File: config.mk
export PLATFORM = sky130hd
export DESIGN_NAME = bcd_sign_magnitude_add_sub_unit
export DESIGN_NICKNAME = d
export VERILOG_FILES = /design/src/hw/rtl/bcdas_pkg.sv /design/src/hw/rtl/bcd_sign_magnitude_add_sub_unit.sv /design/src/hw/rtl/bcdas_lane.sv /design/src/hw/rtl/bcdas_merge.sv
export SDC_FILE = /design/constraint.sdc
export NUM_CORES = 1
export LEC_CHECK = 0
export BUFFER_PORTS_ARGS = -buffer_cell sky130_fd_sc_hd__buf_2
export CORE_UTILIZATION = 35
export CTS_CLUSTER_DIAMETER = 150
export DETAILED_ROUTE_END_ITERATION = 8
export PLACE_DENSITY = 0.57
export SYNTH_ARGS = -nofsm -noshare
export SYNTH_HDL_FRONTEND = slang
export SYNTH_HIERARCHICAL = 1
export SYNTH_SLANG_ARGS = --single-unit
File: constraint.sdc
create_clock -name aclk -period 17.25 [get_ports aclk]
set_input_delay 0.8625 -clock aclk [delete_from_list [all_inputs] [get_ports aclk]]
set_output_delay 0.8625 -clock aclk [all_outputs]
set_load 0.005 [all_outputs]
File: src/hw/rtl/bcdas_pkg.sv
// ============================================================================
// bcdas_pkg - shared types and helpers for the BCD sign-magnitude add/sub
// Digit-lane record, operand control record, result record, stream widths
// and the decimal digit correction functions.
// ============================================================================
package bcdas_pkg;

    // Field widths
    localparam int MAG_W      = 64;
    localparam int NIB_W      = 4;
    localparam int MAX_DIGITS = MAG_W / NIB_W;

    // Stream layout, input: a_digits, a_sign, b_digits, b_sign
    localparam int A_DIG_LSB  = 0;
    localparam int A_SIGN_BIT = A_DIG_LSB + MAG_W;
    localparam int B_DIG_LSB  = A_SIGN_BIT + 1;
    localparam int B_SIGN_BIT = B_DIG_LSB + MAG_W;
    localparam int S_FIELD_W  = B_SIGN_BIT + 1;
    localparam int S_TDATA_W  = ((S_FIELD_W + 7) / 8) * 8;

    // Stream layout, output: result_digits, result_sign, overflow
    localparam int R_SIGN_BIT = MAG_W;
    localparam int R_OVF_BIT  = MAG_W + 1;
    localparam int M_FIELD_W  = MAG_W + 2;
    localparam int M_TDATA_W  = ((M_FIELD_W + 7) / 8) * 8;

    // Command codes
    localparam logic CMD_ADD = 1'b0;
    localparam logic CMD_SUB = 1'b1;

    // Decimal constants
    localparam int DEC_MAX  = 9;
    localparam int DEC_BASE = 10;

    // Per-digit lane findings: raw column sum and both raw differences,
    // each with its carry/borrow generate and propagate bits
    typedef struct packed {
        logic [4:0]        add_sum;
        logic              add_g;
        logic              add_p;
        logic signed [4:0] ab_diff;
        logic              ab_g;
        logic              ab_p;
        logic signed [4:0] ba_diff;
        logic              ba_g;
        logic              ba_p;
    } lane_t;

    // Operand-wide control found in the first stage
    typedef struct packed {
        logic like;      // effective signs equal
        logic a_gt;      // |a| > |b|
        logic a_eq;      // |a| == |b|
        logic a_sign;
        logic b_sign;    // b sign after the command is applied
    } op_t;

    typedef struct packed {
        logic             overflow;
        logic             sign;
        logic [MAG_W-1:0] digits;
    } res_t;

    // Column sum plus incoming carry, brought back into one digit
    function automatic logic [NIB_W-1:0] add_fix(input logic [4:0] s0, input logic cin);
        logic [4:0] t;
        t = s0 + {4'b0, cin};
        if (t > 5'(DEC_MAX)) begin
            t = t - 5'(DEC_BASE);
        end
        return t[NIB_W-1:0];
    endfunction

    // Column difference minus incoming borrow, brought back into one digit
    function automatic logic [NIB_W-1:0] sub_fix(input logic signed [4:0] d0,
                                                 input logic bin);
        logic signed [5:0] t;
        t = {d0[4], d0} - $signed({5'b0, bin});
        if (t < 0) begin
            t = t + $signed(6'(DEC_BASE));
        end
        return t[NIB_W-1:0];
    endfunction

endpackage

File: src/hw/rtl/bcd_sign_magnitude_add_sub_unit.sv
// ============================================================================
// bcd_sign_magnitude_add_sub_unit - decimal sign-magnitude adder/subtractor
// Packed BCD operands with sign flags; add or subtract per request, with
// digit lanes side by side and a merging carry/borrow network.
//
//   channel | ports        | tdata fields (lsb up)                  | tuser
//   --------+--------------+----------------------------------------+--------
//   input   | s_tvalid/rdy | a_digits, a_sign, b_digits, b_sign     | command
//   output  | m_tvalid/rdy | result_digits, result_sign, overflow   | -
//
// One request per cycle sustained while the output is not stalled; the lane
// stage registers, then the carry/borrow network feeds the output register.
// aresetn (synchronous, active low) clears both stage valid flags.
// A stalled output holds its data; the pipeline keeps filling until both
// stages are full, then s_tready drops.
// ============================================================================
module bcd_sign_magnitude_add_sub_unit #(
    parameter int DIGITS = 16
) (
    input  logic                            aclk,
    input  logic                            aresetn,
    input  logic                            s_tvalid,
    output logic                            s_tready,
    // a_digits[63:0], a_sign[64], b_digits[128:65], b_sign[129], zero pad
    input  logic [bcdas_pkg::S_TDATA_W-1:0] s_tdata,
    // command[0]
    input  logic [0:0]                      s_tuser,
    output logic                            m_tvalid,
    input  logic                            m_tready,
    // result_digits[63:0], result_sign[64], overflow[65], zero pad
    output logic [bcdas_pkg::M_TDATA_W-1:0] m_tdata
);
    import bcdas_pkg::*;

    logic [MAG_W-1:0]       a_mag;
    logic [MAG_W-1:0]       b_mag;
    lane_t                  lane_next   [DIGITS];
    lane_t                  s1_lane_reg [DIGITS];
    op_t                    op_next;
    op_t                    s1_op_reg;
    logic                   s1_valid_reg;
    logic                   m_valid_reg;
    logic [M_TDATA_W-1:0]   m_data_reg;
    res_t                   res;
    logic                   s1_en;
    logic                   s2_en;

    // Handshake: each stage advances when its successor has room
    assign s2_en    = !m_valid_reg || m_tready;
    assign s1_en    = !s1_valid_reg || s2_en;
    assign s_tready = s1_en;

    // Digits in use; upper nibbles ignored
    always_comb begin
        a_mag = '0;
        b_mag = '0;
        for (int i = 0; i < DIGITS; i++) begin
            a_mag[i*NIB_W +: NIB_W] = s_tdata[A_DIG_LSB + i*NIB_W +: NIB_W];
            b_mag[i*NIB_W +: NIB_W] = s_tdata[B_DIG_LSB + i*NIB_W +: NIB_W];
        end
    end

    // Digit lanes
    for (genvar g = 0; g < DIGITS; g++) begin : g_lane
        bcdas_lane u_lane (
            .a_nib (a_mag[g*NIB_W +: NIB_W]),
            .b_nib (b_mag[g*NIB_W +: NIB_W]),
            .lane  (lane_next[g])
        );
    end

    // Operand-wide control: effective signs and magnitude compare
    always_comb begin
        op_next.a_sign = s_tdata[A_SIGN_BIT];
        op_next.b_sign = s_tdata[B_SIGN_BIT] ^ (s_tuser[0] == CMD_SUB);
        op_next.like   = op_next.a_sign == op_next.b_sign;
        op_next.a_gt   = a_mag > b_mag;
        op_next.a_eq   = a_mag == b_mag;
    end

    // Lane stage registers
    always_ff @(posedge aclk) begin
        if (!aresetn) begin
            s1_valid_reg <= 1'b0;
        end else if (s1_en) begin
            s1_valid_reg <= s_tvalid;
        end
    end

    always_ff @(posedge aclk) begin
        if (s1_en && s_tvalid) begin
            s1_lane_reg <= lane_next;
            s1_op_reg   <= op_next;
        end
    end

    // Carry/borrow network and select
    bcdas_merge #(
        .DIGITS (DIGITS)
    ) u_merge (
        .lanes (s1_lane_reg),
        .op    (s1_op_reg),
        .res   (res)
    );

    // Output register
    always_ff @(posedge aclk) begin
        if (!aresetn) begin
            m_valid_reg <= 1'b0;
        end else if (s2_en) begin
            m_valid_reg <= s1_valid_reg;
        end
    end

    always_ff @(posedge aclk) begin
        if (s2_en && s1_valid_reg) begin
            m_data_reg <= {(M_TDATA_W - M_FIELD_W)'(0), res.overflow, res.sign, res.digits};
        end
    end

    assign m_tvalid = m_valid_reg;
    assign m_tdata  = m_data_reg;

endmodule

File: src/hw/rtl/bcdas_lane.sv
// ============================================================================
// bcdas_lane - one decimal digit lane
// Forms the raw column sum and both column differences of one digit pair,
// with generate/propagate terms for the carry and borrow networks.
// ============================================================================
module bcdas_lane (
    input  logic [bcdas_pkg::NIB_W-1:0] a_nib,
    input  logic [bcdas_pkg::NIB_W-1:0] b_nib,
    output bcdas_pkg::lane_t            lane
);
    import bcdas_pkg::*;

    logic [4:0]        sum;
    logic signed [4:0] dab;
    logic signed [4:0] dba;

    // Raw column arithmetic
    assign sum = {1'b0, a_nib} + {1'b0, b_nib};
    assign dab = $signed({1'b0, a_nib}) - $signed({1'b0, b_nib});
    assign dba = $signed({1'b0, b_nib}) - $signed({1'b0, a_nib});

    // Generate: column alone carries/borrows; propagate: only with carry-in
    always_comb begin
        lane.add_sum = sum;
        lane.add_g   = sum > 5'(DEC_MAX);
        lane.add_p   = sum == 5'(DEC_MAX);
        lane.ab_diff = dab;
        lane.ab_g    = dab[4];
        lane.ab_p    = dab == 5'sd0;
        lane.ba_diff = dba;
        lane.ba_g    = dba[4];
        lane.ba_p    = dba == 5'sd0;
    end

endmodule

File: src/hw/rtl/bcdas_merge.sv
// ============================================================================
// bcdas_merge - carry/borrow network and result select
// Resolves the decimal carries and borrows across all lanes with one
// binary add each, corrects each digit and picks sum, difference or zero.
// ============================================================================
module bcdas_merge #(
    parameter int DIGITS = 16
) (
    input  bcdas_pkg::lane_t lanes [DIGITS],
    input  bcdas_pkg::op_t   op,
    output bcdas_pkg::res_t  res
);
    import bcdas_pkg::*;

    logic [DIGITS-1:0] add_g;
    logic [DIGITS-1:0] add_gp;
    logic [DIGITS-1:0] sub_g;
    logic [DIGITS-1:0] sub_gp;
    logic [DIGITS:0]   add_t;
    logic [DIGITS:0]   sub_t;
    logic [DIGITS:0]   add_cin;
    logic [DIGITS:0]   sub_bin;
    logic [MAG_W-1:0]  add_dig;
    logic [MAG_W-1:0]  sub_dig;
    logic              ovf;

    // Gather generate/propagate; the subtract side follows the larger operand
    always_comb begin
        for (int i = 0; i < DIGITS; i++) begin
            add_g[i]  = lanes[i].add_g;
            add_gp[i] = lanes[i].add_g | lanes[i].add_p;
            sub_g[i]  = op.a_gt ? lanes[i].ab_g : lanes[i].ba_g;
            sub_gp[i] = op.a_gt ? (lanes[i].ab_g | lanes[i].ab_p)
                                : (lanes[i].ba_g | lanes[i].ba_p);
        end
    end

    // Carry into each lane: the internal carries of g + (g|p)
    assign add_t   = {1'b0, add_g} + {1'b0, add_gp};
    assign sub_t   = {1'b0, sub_g} + {1'b0, sub_gp};
    assign add_cin = add_t ^ {1'b0, add_g} ^ {1'b0, add_gp};
    assign sub_bin = sub_t ^ {1'b0, sub_g} ^ {1'b0, sub_gp};

    // Per-lane digit correction; nibbles above the digit count stay zero
    always_comb begin
        add_dig = '0;
        sub_dig = '0;
        for (int i = 0; i < DIGITS; i++) begin
            add_dig[i*NIB_W +: NIB_W] = add_fix(lanes[i].add_sum, add_cin[i]);
            sub_dig[i*NIB_W +: NIB_W] = sub_fix(op.a_gt ? lanes[i].ab_diff
                                                        : lanes[i].ba_diff,
                                                sub_bin[i]);
        end
    end

    assign ovf = op.like & add_cin[DIGITS];

    // Result select
    always_comb begin
        res.overflow = 1'b0;
        res.sign     = 1'b1;
        res.digits   = '0;
        if (op.like) begin
            if (ovf) begin
                res.overflow = 1'b1;
            end else begin
                res.sign   = op.a_sign;
                res.digits = add_dig;
            end
        end else if (!op.a_eq) begin
            res.sign   = op.a_gt ? op.a_sign : op.b_sign;
            res.digits = sub_dig;
        end
    end

endmodule

* Word-level counts from Yosys, hierarchy flattened
Cells that the tools add are included.
Cells by class: $add $sub $neg 114, magnitude comparators 49, equal/unequal tests 18, muxes and demuxes 85, bitwise logic cells 54, reduce and logical (&&, ||, !) cells 38
Operator list (count):
- $mux 65 | 3
- $gt 5x4->1 const B | 32
- $logic_not 5->1 | 32
- $sub 4x4->5 | 32
- $mux 4 | 32
- $lt 6x1->1 const B | 16
- $sub 5x2->6 | 16
- $add 4x4->5 | 16
- $add 5x1->5 | 16
- $eq 5x4->1 const B | 16
- $mux 5 | 16
- $add 4x4->4 const B | 16
- $eq 64x64->1 | 1
- $gt 64x64->1 | 1
- $sub 4x4->4 const B | 16
- $or 1x1->1 | 48
- $mux 1 | 34
- $xor 17x16->17 | 2
- $xor 16x16->16 | 2
- $add 16x16->17 | 1
- $add 16x16->16 | 1
- $logic_and 1x1->1 | 2
- $logic_not 1->1 | 2
- $logic_or 1x1->1 | 2
- other kinds (3) | 3
Storage, ports and cells: register bits after elaboration 409, input bits 141, output and inout port bits 74

* Depth between registers and ports, before layout
Gate-level depths: netlist (run 1).
depth after elaboration 10, mapped depth 21

* By module
Netlist (run 1), hierarchy kept.
By module, submodules not included:
- bcd_sign_magnitude_add_sub_unit | times used 1, cells an instance 656, area an instance 14007.2 um2
- bcdas_merge | times used 1, cells an instance 1000, area an instance 7586.0 um2
- bcdas_lane (g_lane[15].u_lane ...) | times used 10, cells an instance 74, area an instance 594.3 um2
- bcdas_lane (g_lane[0].u_lane ...) | times used 6, cells an instance 75, area an instance 593.1 um2

* Worst setup path before layout (run 1)
No wires, ideal clock.
path kind input -> register, start point input port m_tready, end point register s1_lane_reg[0] in the netlist's numbering, enable pin, setup time 746 ps, arrival 8729 ps, required time 16504 ps, slack 7775 ps, cell stages on the path 3, buffers on the path 0, path through nor2b_1 nand2_1 and2_1
On the way: word-level cells in the longest chain between the ends 3
Ends and longest elaborated chain:
- start, declared | line bcd_sign_magnitude_add_sub_unit.sv:29 | input logic m_tready,
- $logic_or 1x1->1 | line bcd_sign_magnitude_add_sub_unit.sv:49 | assign s2_en = !m_valid_reg || m_tready;
- $logic_or 1x1->1 | line bcd_sign_magnitude_add_sub_unit.sv:50 | assign s1_en = !s1_valid_reg || s2_en;
- named net s_tready | line bcd_sign_magnitude_add_sub_unit.sv:23 | output logic s_tready,
- $logic_and 1x1->1 | line bcd_sign_magnitude_add_sub_unit.sv:91 | if (s1_en && s_tvalid) begin
- end signal, assigned | line bcd_sign_magnitude_add_sub_unit.sv:92 | s1_lane_reg <= lane_next;
- end, declared | line bcd_sign_magnitude_add_sub_unit.sv:38 | lane_t s1_lane_reg [DIGITS];
The timed path passes the listed nets, and every way through them passes these cells. A chain may end at the register's enable or synchronous reset.

==> results.md, run 1 <==
- Register area: 0.0121 mm2
- DRT met1 WL: 31,500 um
- Final setup fails: 0
- DRC Markers: 0
- CTS tree: done
- Share of cells above drive strength 1: 13.7%
- Met3 Wirelength: 3320 um
- Postcts setup bufs: 0
- Initial DRC count: 833
- # rows: 108
- Crit path max-delay family: buffers and inverters
- Critical Path AT: 6.41 ns
- CP max stage delay: 0.98 ns
- Worst Hold Class: in2reg
- Slew Limit Fails: 0
- CP startpoint kind: flop
- Die width: 299 um
- Worst setup EP type: flop
- Reg2Reg Setup Slack: 11.11 ns
- Min-Delay Startpoint: aresetn
- Peak supply drop: 0.0629 mV
- Synthesized cell area: 0.0308 mm2
- Met2 WL: 33,500 um
- Vias in the first global route: 20,000
- GR Overflow Total: 0
- Setup TNS Final: 0 ns
- Final core occ: 39.2%
- RePlAce Congestion: 0.819
- Crit share post-route: 35.6%
- Max-cap viol count: 0
- WL final: 70,500 um
- Core area: 0.0869 mm2
- FILL cells: 8,474
- CP Max Fanout: 74
- Avg Cell Area, Syn: 10.9 um2
- Worst path buffer plus inverter count: 3
- PwrDens: 93.5 mW/mm2
- Via count: 20,400
- WL/cell: 16.9 um
- Hold Violations, Final: 0
- Clk sink count: 402
- Synth Warn #: 6
- Height of the die: 299 um
- H-tree depth: 2
- Resize count post-CTS: 0
- Crit-path slowest cell: edfxtp_1
- Worst Path Required: 17.52 ns
- Clock latency on the worst-skew pair: 0.58 ns
- LEAKAGE: 14.4 nW
- Tmin final: 6.14 ns
- Detailed Place HPWL: 55,300 um
- Via-to-Cell Ratio: 4.91
- GR Util All Layers: 15.7%
- Max reg flops: 329
- Die area: 0.0891 mm2
- CTS Buf Count: 48
- Root buffer cell: clkbuf_16
- Multi-input gate area: 0.0165 mm2
- Status: complete, no violations
- WHS Endpoint: m_tvalid
- Worst path most repeated cell: buf_4
- Cells after Synth: 2,830
- Drt pass-1 iters: 7
- Final net count: 3,510
- RSZ-0062 raised after global routing: false
- DR top layer: met5
- Antenna viol nets, final: 0
- Layout area overhead: 10.5%
- Max Clock Freq: 0.163 GHz
- Hold Crit Depth: 2
- Largest net degree at the start of global routing: 75
- Cells on worst reg2reg path: 16
- Relative slew slack: 27.8%
- IO Port Bufs: 202
- Initial core utilization: 35.4%
- CTS clock-pin slew for the worst setup and hold paths: 0.06 ns
- I/O pin count: 215
- Hold-fix buffers at CTS: 0
- Reg2reg end: m_tdata[63]
- Crit path cell chain: buf_4 -> buf_4 -> buf_4 -> nor2b_1 -> a22o_1 -> o21ai_0 -> a32o_1 -> a31o_2 -> o21ai_1 -> ha_1 -> nor4b_1 -> nor2_1 -> a21oi_1 -> nor2b_1 -> xnor2_1 -> o22ai_1
- Worst Tran Pin Value: 1.08 ns
- First-pass GRT wire length: 110,000 um
- R2R Path Start: s1_op_reg[3]
- Clock Path Buffers: 3
- Setup Skew: 0.0193 ns
- Initial antenna violation count: 21
- Crit Path Class: reg2reg
[area by class of cell]
class,count,area share (%)
inverter,362,3.99
sequential,402,35.4
antenna,8,0.0588
tap,1155,4.25
clock inverter,28,0.828
timing repair buffer,212,3.19
clock buffer,58,3.70
multi-input combinational,1936,48.5
[per-layer routing]
metal,track usage [%],up-vias
li1,-,10500
met1,19.7,9551
met2,26.7,300
met3,3.29,120
met4,5.08,24
met5,0,-
[worst max path at each step]
stage / startpoint / cells past startpoint / endpoint
after floorplan: m_tready / 3 / s1_lane_reg[100]
after global placement: s1_op_reg[3] / 16 / m_tdata[63]
after detailed placement: s1_op_reg[3] / 16 / m_tdata[63]
after CTS: s1_op_reg[3] / 16 / m_tdata[63]
after global routing: s1_op_reg[3] / 16 / m_tdata[63]
final: s1_op_reg[3] / 16 / m_tdata[63]
[report_power, final]
group	internal, mW	switching [mW]	leakage [nW]
clock network	0.605	0.402	0.754
logic	0.398	0.501	9.70
registers	1.21	0.0601	3.91
[metrics by stage]
stage | setup slack (ns) | instances | power [mW] | cell area [um2] | hold WS [ns]
6_report | 11.11 | 4161 | 3.18 | 34000 | 0.507
5_1_grt | 10.61 | 4160 | 3.38 | 34000 | 0.478
4_1_cts | 10.99 | 4153 | 3.23 | 34000 | 0.461
3_5_place_dp | 11.01 | 4067 | 2.20 | 32500 | 0.510
3_3_place_gp | 11.03 | 4067 | 2.19 | 32500 | 0.516
2_1_floorplan | 7.94 | 2836 | 1.99 | 30800 | 0.477
[cell usage in the layout, fill, tap and decap left out, types with 82 or more instances in the layout]
master      n
a21oi_1    87
buf_2     202
edfxtp_1  400
ha_1      358
inv_1     362
mux2i_1    82
nand2_1   103
nor2b_1    97
o21ai_0   105
xnor2_1   147
No activity file was read; power rests on OpenSTA's default activity.
==> run 2, diff against run 1 <==
--- a/config.mk
+++ b/config.mk
@@ -9,7 +9,7 @@
 export CORE_UTILIZATION = 35
 export CTS_CLUSTER_DIAMETER = 150
 export DETAILED_ROUTE_END_ITERATION = 8
-export PLACE_DENSITY = 0.57
+export PLACE_DENSITY = 0.59
 export SYNTH_ARGS = -nofsm -noshare
 export SYNTH_HDL_FRONTEND = slang
 export SYNTH_HIERARCHICAL = 1
==> constraint.sdc (replaced) <==
create_clock -name aclk -period 5.6 [get_ports aclk]
set_input_delay 0.28 -clock aclk [delete_from_list [all_inputs] [get_ports aclk]]
set_output_delay 0.28 -clock aclk [all_outputs]
set_load 0.005 [all_outputs]
==> results.md, run 2 (synthesis results as in run 1) <==
- Reg2Reg Setup Slack: 0.94 ns
- RSZ-0062 raised after global routing: false
- Hold Violations, Final: 0
- Largest net degree at the start of global routing: 152
- I/O pin count: 215
- First-pass GRT wire length: 111,000 um
- Gate power share: 27.9%
- Share of cells above drive strength 1: 13.9%
- Reg2reg end: m_tdata[59]
- Crit path max-delay family: compound AO/OA/AOI/OAI gates
- Clock latency on the worst-skew pair: 0.61 ns
- Worst Hold Class: in2reg
- CP Max Fanout: 14
- Commonest non-fill, non-tap cell in the layout: edfxtp_1
- Critical Path AT: 4.95 ns
- Layout Cells excl Fill: 4,168
- Cells on worst reg2reg path: 17
- Postcts setup bufs: 0
- CP max stage delay: 0.82 ns
- Worst Path Required: 5.90 ns
- Final setup fails: 0
- Slew Limit Fails: 0
- Crit share post-route: 83.1%
- Crit path cell chain: nor3_1 -> a21oi_1 -> inv_1 -> fa_1 -> inv_1 -> a2111o_1 -> a41oi_1 -> o21ai_2 -> nand3_1 -> a21oi_1 -> ha_1 -> nor4b_1 -> nor3_1 -> a21oi_1 -> nor2b_1 -> xnor2_1 -> o22ai_1
- Root buffer cell: clkbuf_16
- Internal power: 6.90 mW
- Clock Path Buffers: 3
- LEAKAGE: 14.4 nW
- Via-to-Cell Ratio: 4.92
- Clk sink count: 402
- Detailed Place HPWL: 55,100 um
- Max-cap viol count: 0
- Clock power share: 32.6%
- Hold Crit Depth: 2
- Initial antenna violation count: 17
- H-tree depth: 2
- Resize count post-CTS: 0
- Vias in the first global route: 20,200
- Initial core utilization: 35.4%
- Crit Path Class: reg2reg
- CTS clock-pin slew for the worst setup and hold paths: 0.06 ns
- GR Util All Layers: 15.8%
- Relative slew slack: 27.3%
- Height of the die: 299 um
- Max reg flops: 329
- R2R Path Start: s1_op_reg[3]
- Die width: 299 um
- Worst Tran Pin Value: 1.09 ns
- CTS Buf Count: 50
- GR Overflow Total: 0
- Worst path most repeated cell: a21oi_1
- Max Clock Freq: 0.215 GHz
- FILL cells: 8,425
- # rows: 108
- WHS Endpoint: s1_op_reg[0]
- RePlAce Congestion: 0.831
- Via count: 20,500
- Die area: 0.0891 mm2
- Initial DRC count: 1,008
- Post-route cell area: 0.0342 mm2
- Layout area overhead: 11.0%
- Crit-path slowest cell: edfxtp_1
- PwrDens: 291 mW/mm2
- Final net count: 3,514
- CP startpoint kind: flop
- IO Port Bufs: 202
- Antenna viol nets, final: 0
- CTS tree: done
- Worst setup EP type: flop
- Setup TNS Final: 0 ns
- WL/cell: 17.1 um
- Tmin final: 4.66 ns
- WL final: 71,100 um
- Min-Delay Startpoint: s_tdata[129]
- Placed cells: 4,066
- Core area: 0.0869 mm2
- Peak supply drop: 0.241 mV
- Most frequent cells in the layout: 400 x edfxtp_1, 362 x inv_1, 358 x ha_1
- Dpl cell area: 0.0325 mm2
- Reg power frac: 39.5%
- DRC Markers: 0
- Worst path buffer plus inverter count: 2
- Setup Skew: 0.0313 ns
- Switching share of total power: 30.6%
- Sw power: 3.05 mW
- Status: complete, no violations
- Drt pass-1 iters: 5
[run 2: cell types whose count changed in the layout (fill, tap and decap cells not counted), sizes merged]
| cell | delta |
|---|---|
| clkbuf | +4 |
| clkinv | -4 |
| clkinvlp | +3 |
| dlygate4sd3 | +3 |
| inv | +2 |
| buf | -1 |
[run 2: stage by stage]
| stage | setup slack (ns) | power [mW] | hold slack, ns | util (%) |
|---|---|---|---|---|
| floorplan | 0.508 | 6.11 | 0.379 | - |
| global placement | 0.817 | 6.75 | 0.502 | 37.4 |
| detailed placement | 0.794 | 6.79 | 0.496 | 37.4 |
| CTS | 0.782 | 10.1 | 0.00497 | 39.3 |
| global route | 0.406 | 10.6 | 0.0213 | 39.3 |
| finish | 0.944 | 9.95 | 0.0524 | 39.3 |
[run 2: power by group through the flow]
stage               Combinational (mW)  Clock, mW  Sequential (mW)
CTS                               2.82       3.34             3.93
floorplan                         2.16          0             3.95
global placement                  2.76          0             3.99
global route                      3.13       3.46             3.97
detailed placement                2.80          0             3.99
finish                            2.77       3.24             3.93
[run 2: per-layer routing]
| metal | vias up | track usage, % | part of all wire, % |
|---|---|---|---|
| met5 | - | 0 | 0.16 |
| met1 | 9705 | 19.9 | 45 |
| met3 | 100 | 3.18 | 4.5 |
| met2 | 286 | 27.1 | 48 |
| met4 | 18 | 4.70 | 2.6 |
| li1 | 10400 | - | - |
[run 2: area by class of cell]
class / instances / area (um2) / area share [%]
Antenna cell: 8 / 20.0 / 0.0586
Clock buffer: 62 / 1300 / 3.79
Clock inverter: 29 / 339 / 0.992
Inverter: 362 / 1360 / 3.97
Multi-Input combinational cell: 1936 / 16500 / 48.3
Sequential cell: 402 / 12100 / 35.3
Tap cell: 1155 / 1450 / 4.23
Timing Repair Buffer: 214 / 1160 / 3.39
[run 2: worst max-delay path by stage]
stage	startpoint	to	slack, ns	cells past startpoint
global placement	s1_op_reg[3]	m_tdata[59]	0.82	17
finish	s1_op_reg[3]	m_tdata[59]	0.94	17
floorplan	m_tvalid	s1_lane_reg[100]	0.51	3
CTS	s1_op_reg[3]	m_tdata[59]	0.78	17
detailed placement	s1_op_reg[3]	m_tdata[59]	0.79	17
global route	s1_op_reg[3]	m_tdata[59]	0.41	17
[run 2: worst register-to-register path, cell delays in order, from the launching register on]
cell	delay, ns
edfxtp_1	0.82
nor3_1	0.14
a21oi_1	0.28
inv_1	0.10
fa_1	0.39
inv_1	0.14
a2111o_1	0.19
a41oi_1	0.23
o21ai_2	0.26
nand3_1	0.21
a21oi_1	0.28
ha_1	0.27
nor4b_1	0.27
nor3_1	0.08
a21oi_1	0.30
nor2b_1	0.20
xnor2_1	0.13
o22ai_1	0.09
[run 2: repair_timing]
| item | 4_1_cts | 5_1_grt |
|---|---|---|
| hold buffers | 3 | 0 |
| endpoints found under the setup margin | 0 | 0 |
| hold endpoints to repair | 3 | 0 |
==> run 3, diff against run 2 <==
==> constraint.sdc (replaced) <==
create_clock -name aclk -period 4.15 [get_ports aclk]
set_input_delay 0.2075 -clock aclk [delete_from_list [all_inputs] [get_ports aclk]]
set_output_delay 0.2075 -clock aclk [all_outputs]
set_load 0.005 [all_outputs]
==> results.md, run 3 (synthesis results as in run 1) <==
- Max-cap viol count: 0
- Slew Limit Fails: 0
- Worst setup EP type: flop
- Most frequent cells in the layout: 400 x edfxtp_1, 362 x inv_1, 350 x ha_1
- CP max stage delay: 0.44 ns
- # rows: 108
- Switching share of total power: 30.9%
- Layout Cells excl Fill: 4,204
- Initial antenna violation count: 17
- Setup Skew: 0.0174 ns
- GR Util All Layers: 16.0%
- GR Overflow Total: 0
- Via count: 20,900
- Gate power share: 29.1%
- Peak supply drop: 0.281 mV
- Sw power: 4.15 mW
- Crit share post-route: 96.2%
- Reg2Reg Setup Slack: 0.16 ns
- Final net count: 3,554
- Detailed Place HPWL: 56,600 um
- Layout area overhead: 12.9%
- I/O pin count: 215
- Internal power: 9.29 mW
- Min-Delay Startpoint: s_tdata[66]
- WHS Endpoint: s1_lane_reg[318]
- Setup TNS Final: 0 ns
- Root buffer cell: clkbuf_16
- Status: complete, no violations
- Initial DRC count: 1,007
- Die area: 0.0891 mm2
- Final setup fails: 0
- Clock Path Buffers: 3
- Commonest non-fill, non-tap cell in the layout: edfxtp_1
- CP Max Fanout: 3
- RePlAce Congestion: 0.832
- Relative slew slack: 27.5%
- DRC Markers: 0
- PwrDens: 387 mW/mm2
- Tmin final: 3.99 ns
- CTS clock-pin slew for the worst setup and hold paths: 0.06 ns
- First-pass GRT wire length: 113,000 um
- Max reg flops: 329
- IO Port Bufs: 202
- WL final: 72,500 um
- Antenna viol nets, final: 0
- Die width: 299 um
- R2R Path Start: s1_lane_reg[330]
- Vias in the first global route: 20,600
- Initial core utilization: 35.4%
- LEAKAGE: 14.7 nW
- Clock power share: 31.4%
- Height of the die: 299 um
- Crit path cell chain: a21o_1 -> a21o_1 -> a2111oi_4 -> buf_4 -> o21ai_1 -> nand3_1 -> nand2_1 -> ha_1 -> ha_2 -> inv_1 -> ha_1 -> nor2b_1 -> a211oi_1 -> a22oi_1 -> and3_4 -> mux2_4 -> o22ai_2
- CTS Buf Count: 48
- Critical Path AT: 4.42 ns
- H-tree depth: 2
- Share of cells above drive strength 1: 16.4%
- Total power: 13.4 mW
- CP startpoint kind: flop
- Max Clock Freq: 0.251 GHz
- Cells on worst reg2reg path: 17
- Worst Tran Pin Value: 1.09 ns
- Hold Crit Depth: 2
- CTS tree: done
- Reg2reg end: m_tdata[46]
- Placed cells: 4,095
- Worst Hold Class: in2reg
- WL/cell: 17.2 um
- Hold Violations, Final: 0
- Largest net degree at the start of global routing: 67
- Clock latency on the worst-skew pair: 0.60 ns
- Drt pass-1 iters: 5
- Reg power frac: 39.5%
- Crit-path slowest cell: a2111oi_4
- Core area: 0.0869 mm2
- Via-to-Cell Ratio: 4.97
- Crit Path Class: reg2reg
- Clk sink count: 402
- Worst Path Required: 4.58 ns
-- run 3: worst max-delay path by stage --
| stage | from | end | cells after the start |
|---|---|---|---|
| after floorplan | s1_op_reg[3] | m_tdata[46] | 18 |
| after global placement | s1_op_reg[3] | m_tdata[58] | 18 |
| after detailed placement | s1_op_reg[3] | m_tdata[59] | 18 |
| after CTS | s1_lane_reg[309] | m_tdata[46] | 17 |
| after global routing | s1_op_reg[3] | m_tdata[62] | 19 |
| final | s1_lane_reg[330] | m_tdata[46] | 17 |
-- run 3: layer usage --
metal / track usage, % / vias up / wire [um] / share of wire, %
met1: 20.1 / 9923 / 31700 / 44
met2: 27.5 / 328 / 35000 / 48
met5: 0 / - / 126 / 0.17
met4: 5.09 / 20 / 2130 / 2.9
li1: - / 10500 / - / -
met3: 3.17 / 124 / 3490 / 4.8
-- run 3: critical path, delay by kind of cell (launching register included) --
kind                       cells  cell delay [ns]
AOI/OAI and AO/OA              7             1.57
adders and majority gates      3             0.76
and+or+nand+nor                4             0.55
DFF                            1             0.39
muxes                          1             0.30
buffers and inverters          2             0.26
-- run 3: what timing repair did --
action                                 4_1_cts  5_1_grt
buffers inserted                             3        6
pin swaps                                    2       14
hold buffers                                 7        0
setup endpoints to repair                   10       26
endpoints found under the hold margin        4        0
resized for setup                            0       53
-- run 3: through the flow --
stage | instance area (um2) | worst slack, ns | hold slack (ns) | utilization, %
after floorplan | 30800 | 0.0704 | 0.306 | -
after global placement | 32800 | 0.0489 | 0.431 | 37.7
after detailed placement | 32800 | -0.0158 | 0.432 | 37.7
after CTS | 34400 | 0.000728 | 0.0335 | 39.6
after global routing | 34700 | -0.0251 | 0.0548 | 40.0
final | 34800 | 0.160 | 0.0711 | 40.0
-- run 3: layout make-up --
class / instances / area [um2]
clock inverters: 31 / 303
fillers: 8364 / 52100
repair buffers: 256 / 1530
well taps: 1155 / 1450
flip-flops and latches: 402 / 12100
clock buffers: 56 / 1250
inverters: 362 / 1360
diodes: 6 / 15.0
multi-input cells: 1936 / 16800
-- run 3: power groups by stage --
stage | Combinational, mW | Sequential (mW) | Clock (mW)
6_report | 3.91 | 5.31 | 4.22
5_1_grt | 4.40 | 5.36 | 4.51
4_1_cts | 3.88 | 5.30 | 4.37
3_5_place_dp | 3.85 | 5.39 | 0
3_3_place_gp | 3.80 | 5.39 | 0
2_1_floorplan | 2.91 | 5.31 | 0
